`config.mk`:
```
export PLATFORM = sky130hd
export DESIGN_NAME = dmrtx_ctrl
export DESIGN_NICKNAME = d
export VERILOG_FILES = /design/src/rtl/dmrtx_pkg.sv /design/src/rtl/dmrtx_ctrl.sv
export SDC_FILE = /design/constraint.sdc
export NUM_CORES = 1
export LEC_CHECK = 0
export BUFFER_PORTS_ARGS = -buffer_cell sky130_fd_sc_hd__buf_2
export CAP_MARGIN = 20
export CELL_PAD_IN_SITES_DETAIL_PLACEMENT = 0
export CELL_PAD_IN_SITES_GLOBAL_PLACEMENT = 2
export CORE_MARGIN = 3
export CORE_UTILIZATION = 17
export CTS_CLUSTER_DIAMETER = 120
export CTS_CLUSTER_SIZE = 28
export DETAILED_ROUTE_END_ITERATION = 10
export PLACE_DENSITY = 0.71
export SLEW_MARGIN = 20
export SYNTH_ARGS = -nofsm -noshare
export SYNTH_HDL_FRONTEND = slang
export SYNTH_SLANG_ARGS = --single-unit
```
`constraint.sdc`:
```
create_clock -name clk -period 1.1 [get_ports clk]
set_input_delay 0.055 -clock clk [delete_from_list [all_inputs] [get_ports clk]]
set_output_delay 0.055 -clock clk [all_outputs]
set_load 0.005 [all_outputs]
```
`src/rtl/dmrtx_pkg.sv`:
```
// dmrtx_pkg: shared types and constants for the direct mode transmit framer
// no dependencies
`default_nettype none
package dmrtx_pkg;

  localparam logic [7:0] SYNC_BYTE = 8'h5F;
  localparam int         FILL_LEN  = 39;

  typedef enum logic [1:0] {
    ST_OK    = 2'd0,
    ST_LEN   = 2'd1,
    ST_SPACE = 2'd2
  } wr_status_t;

  typedef enum logic [1:0] {
    CFG_PREAMBLE = 2'd0,
    CFG_CAL_EN   = 2'd1,
    CFG_CAL_PAT  = 2'd2
  } cfg_idx_t;

  typedef enum logic [2:0] {
    S_IDLE,
    S_COMMIT,
    S_LOAD,
    S_BIT,
    S_RESULT
  } ctrl_state_t;

  // controller to datapath
  typedef struct packed {
    logic take_item;     // latch input item
    logic stage_byte;    // store a mode 0 byte
    logic commit_step;   // move one staged byte to fifo
    logic commit_done;   // clear staging after last byte
    logic load_step;     // move one fifo byte to out buffer
    logic load_start;    // choose next output buffer
    logic bit_step;      // produce serial bit
    logic set_status;    // latch frame status
  } dp_cmd_t;

  // datapath to controller
  typedef struct packed {
    logic       mode;
    logic       last;
    logic       commit_ok;   // length and space checks passed
    logic       need_load;   // bit request at byte boundary with empty buffer
    logic       load_fifo;   // new buffer comes from the fifo
    logic       cnt_end;     // byte loop counter at its end
  } dp_stat_t;

  localparam logic [7:0] FILL_PATTERN [FILL_LEN] = '{
    8'h63, 8'hEA, 8'h00, 8'h76, 8'h6C, 8'h76, 8'hC4, 8'h52, 8'hC8, 8'h78,
    8'h09, 8'h2D, 8'hB8, 8'h79, 8'h27, 8'h57, 8'h9B, 8'h31, 8'hBC, 8'h3E,
    8'hEA, 8'h45, 8'hC3, 8'h30, 8'h49, 8'h17, 8'h93, 8'hAE, 8'h8B, 8'h6D,
    8'hA4, 8'hA5, 8'hAD, 8'hA2, 8'hF1, 8'h35, 8'hB5, 8'h3C, 8'h1E};

endpackage
`default_nettype wire

```
`src/rtl/dmrtx_ctrl.sv`:
```
// dmrtx_ctrl: sequencer for frame commit, buffer load and bit requests
// depends on dmrtx_pkg
`default_nettype none
module dmrtx_ctrl (
  input  wire                   clk,
  input  wire                   rst_n,
  input  wire                   in_tvalid,
  output logic                  in_tready,
  output logic                  out_tvalid,
  input  wire                   out_tready,
  input  dmrtx_pkg::dp_stat_t   stat,
  output dmrtx_pkg::dp_cmd_t    cmd
);

  dmrtx_pkg::ctrl_state_t state_r, state_nxt;

  always_ff @(posedge clk) begin
    if (!rst_n) begin
      state_r <= dmrtx_pkg::S_IDLE;
    end else begin
      state_r <= state_nxt;
    end
  end

  always_comb begin
    state_nxt  = state_r;
    cmd        = '0;
    in_tready  = 1'b0;
    out_tvalid = 1'b0;
    unique case (state_r)
      dmrtx_pkg::S_IDLE: begin
        in_tready = 1'b1;
        if (in_tvalid) begin
          cmd.take_item = 1'b1;
          state_nxt     = dmrtx_pkg::S_LOAD;
        end
      end
      dmrtx_pkg::S_LOAD: begin
        // decode the latched item
        if (!stat.mode) begin
          cmd.stage_byte = 1'b1;
          state_nxt = stat.last ? dmrtx_pkg::S_COMMIT : dmrtx_pkg::S_IDLE;
        end else if (stat.need_load) begin
          cmd.load_start = 1'b1;
          state_nxt = stat.load_fifo ? dmrtx_pkg::S_COMMIT : dmrtx_pkg::S_BIT;
        end else begin
          state_nxt = dmrtx_pkg::S_BIT;
        end
      end
      dmrtx_pkg::S_COMMIT: begin
        // byte loop: fifo commit for mode 0, out buffer fill for mode 1
        if (!stat.mode) begin
          if (!stat.commit_ok) begin
            cmd.commit_done = 1'b1;
            cmd.set_status  = 1'b1;
            state_nxt       = dmrtx_pkg::S_RESULT;
          end else begin
            cmd.commit_step = 1'b1;
            if (stat.cnt_end) begin
              cmd.commit_done = 1'b1;
              cmd.set_status  = 1'b1;
              state_nxt       = dmrtx_pkg::S_RESULT;
            end
          end
        end else begin
          cmd.load_step = 1'b1;
          if (stat.cnt_end) state_nxt = dmrtx_pkg::S_BIT;
        end
      end
      dmrtx_pkg::S_BIT: begin
        cmd.bit_step = 1'b1;
        state_nxt    = dmrtx_pkg::S_RESULT;
      end
      dmrtx_pkg::S_RESULT: begin
        out_tvalid = 1'b1;
        if (out_tready) state_nxt = dmrtx_pkg::S_IDLE;
      end
      default: state_nxt = dmrtx_pkg::S_IDLE;
    endcase
  end

`ifndef SYNTH
  a_ready_idle: assert property (@(posedge clk) disable iff (!rst_n)
    in_tready |-> !out_tvalid) else $error("ready while result pending");
  a_hold: assert property (@(posedge clk) disable iff (!rst_n)
    out_tvalid && !out_tready |=> out_tvalid) else $error("result dropped");
  a_one_cmd: assert property (@(posedge clk) disable iff (!rst_n)
    $onehot0({cmd.commit_step, cmd.load_step, cmd.bit_step}))
    else $error("conflicting commands");
`endif

endmodule
`default_nettype wire

```
==> qor.yml <==
grt_max_degree: 10
endpoint_kind: "output port"
cp_slowest_cell: "dfxtp_4"
min_from: "rst_n"
hp-class: "input port to flop"
post-dp-hpwl_um: 609
max_flop_register: "state_r"
fill_cells: 153
areaGrowthSynthToFinish_pct: 88.0
p_leak_nw: 0.226
cts-root-buf: "clkbuf_4"
route.detailed.wl_per_inst_um: 11.0
drtIter0Drc: 5
largest_register_ffs: 3
worst_ir_drop_vdd_v: 0.000670
synth_fp_nets: 43
cpPeakStageDelay_ps: 350
tritoncts: "yes"
diodes: 0
startpoint: "state_r[1]$_SDFFE_PN0P_"
die_h_um: 45.1
finalSetupTns_ps: -496
tightest_slew_ps: 353
post-route-period-util: 1.09
cts_sinks: 3
rr_worst_depth: 3
netlist_instances: 33
synth_mux_area_frac: 0
synth_compound_area_frac: 0.149
worstPathRequired_ps: 1040
overflow: 0
vias: 336
cts_made_buffers: 3
die_w_um: 45.1
final_cell_mix: "buf_2, buf_4, clkbuf_4"
gp_congestion: 0.639
yosysSeqAreaShare: 0.231
die-area_mm2: 0.00204
max_cap_violations: 0
drc_errors: 0
top_regs: "state_r (3)"
max_clock_freq_mhz: 831
synth.cell_area_um2: 260
status: "finished with violations"
core_mm2: 0.00137
syn_avg_cell_area_um2: 7.89
antenna_found_initial: 0
dr.pass1.iters: 3
start_util: 0.190
ys_warn_count: 0
rrSetupSlack_ps: 40
hold_viol_final: 0
grt_pass1_wl_um: 1230
worstPathArrival_ps: 1150
setup_violations: 7
fin_ws_ps: -103
synth_fa_ha_area_frac: 0
row_count: 13
ys_ff_latch: 3
finalMaxSlewViolations: 0
failed_checks: "setup timing"
hold_path_depth: 2
worst-path-max-fanout: 5
via_per_inst: 4.60
rsz0062_at_grt: "true"
r2r-start: "state_r[2]$_SDFFE_PN0P_"
ant_nets: 0
power_density_mw_per_mm2: 1070
finalWirelength_um: 805
final_common_cell: "buf_2"
cts_max_path_buffers: 2
io_buffers: 19
fin_cells: 73
grt_pass1_vias: 319
synth_top_family_by_area: "simple AND/OR/NAND/NOR gates"
synth_simple_gate_area_share: 0.495
period_needed_ps: 1200
path_class: "flop to output port"
nets: 69
holdBufCountCts: 0
grt_use_total: 0.0852
yosys.area_share.xor_xnor: 0
synth.distinct_cells: 24
drive_gt1_frac: 0.707
slew_headroom: 0.764
start_kind: "flop"
clock_latency_ps: 230
clk_pin_slew_ps: 40
placed_cells: 67
h-tree-depth: 1
io_pins: 20
skew_ps: 1.71
timing.critical_path.cells: "buf_6, nor4_4, buf_2"
[synthesized netlist by cell type, drive strengths merged]
cell type | number | area [um2]
nor4 | 2 | 12.5
and2b | 1 | 7.51
or3 | 1 | 6.26
nor2b | 2 | 12.5
clkbuf | 1 | 5.00
buf | 3 | 23.8
nor4b | 1 | 8.76
nand2b | 2 | 15.0
nor3 | 3 | 15.0
a21boi | 1 | 7.51
nor3b | 3 | 22.5
o211ai | 1 | 7.51
o2bb2ai | 1 | 8.76
inv | 1 | 3.75
nand2 | 1 | 3.75
o31a | 1 | 10.0
and4b | 1 | 11.3
dfxtp | 3 | 60.1
and2 | 1 | 6.26
a21oi | 1 | 5.00
nor2 | 2 | 7.51
[cell families after synthesis]
kind of cell	Yosys count
buffers and inverters	5
AOI/OAI and AO/OA	5
DFF	3
and+or+nand+nor	20
[worst max-delay path: cells and delay by family (launching register included)]
kind	cells	cell delay, ps
simple gates	1	270
buf+inv	2	290
flops	1	350
[metrics by stage]
stage	power [W]	util	worst slack, ps	hold WS, ps	cell area [um2]
2_1_floorplan	0.000225	-	53.5	191	267
3_3_place_gp	0.000282	0.279	38.5	307	382
4_1_cts	0.000512	0.331	-96.4	62.6	452
3_5_place_dp	0.000282	0.279	34.5	309	382
5_1_grt	0.000563	0.358	-155	60.4	489
6_report	0.000525	0.358	-103	62.2	489
[path summary, 6_finish.rpt]
check                                          endpoint
worst max-delay path                             cmd[0]
worst min-delay path            state_r[2]$_SDFFE_PN0P_
worst max register to register  state_r[2]$_SDFFE_PN0P_
worst min register to register  state_r[0]$_SDFFE_PN0P_
[per-layer routing]
layer,up-vias,wire length (um),share of wire,global-route usage
met4,0,0,0,0.0175
li1,169,-,-,-
met2,15,396,0.49,0.141
met5,-,0,0,0
met3,0,65,0.081,0.0598
met1,152,343,0.43,0.0879
[repair_timing]
item / 4_1_cts / 5_1_grt
resized for setup: 11 / 4
cloned: 0 / 0
pin swaps: 3 / 1
endpoints found under the setup margin: 10 / 9
buffers inserted: 0 / 2
[cell type report]
class	instances	area, um2	share of cell area
inverters	1	3.75	0.00767
flip-flops and latches	3	68.8	0.141
multi-input cells	25	224	0.458
clock buffers	4	26.3	0.0537
repair buffers	25	148	0.302
well taps	15	18.8	0.0384
[report_power, final]
group	switching, W	leakage [nW]	internal, W
registers	0.0000215	0.0264	0.000123
clock network	0.0000593	0.0150	0.000136
logic	0.0000811	0.184	0.000105
No activity file was read; power rests on OpenSTA's default activity.
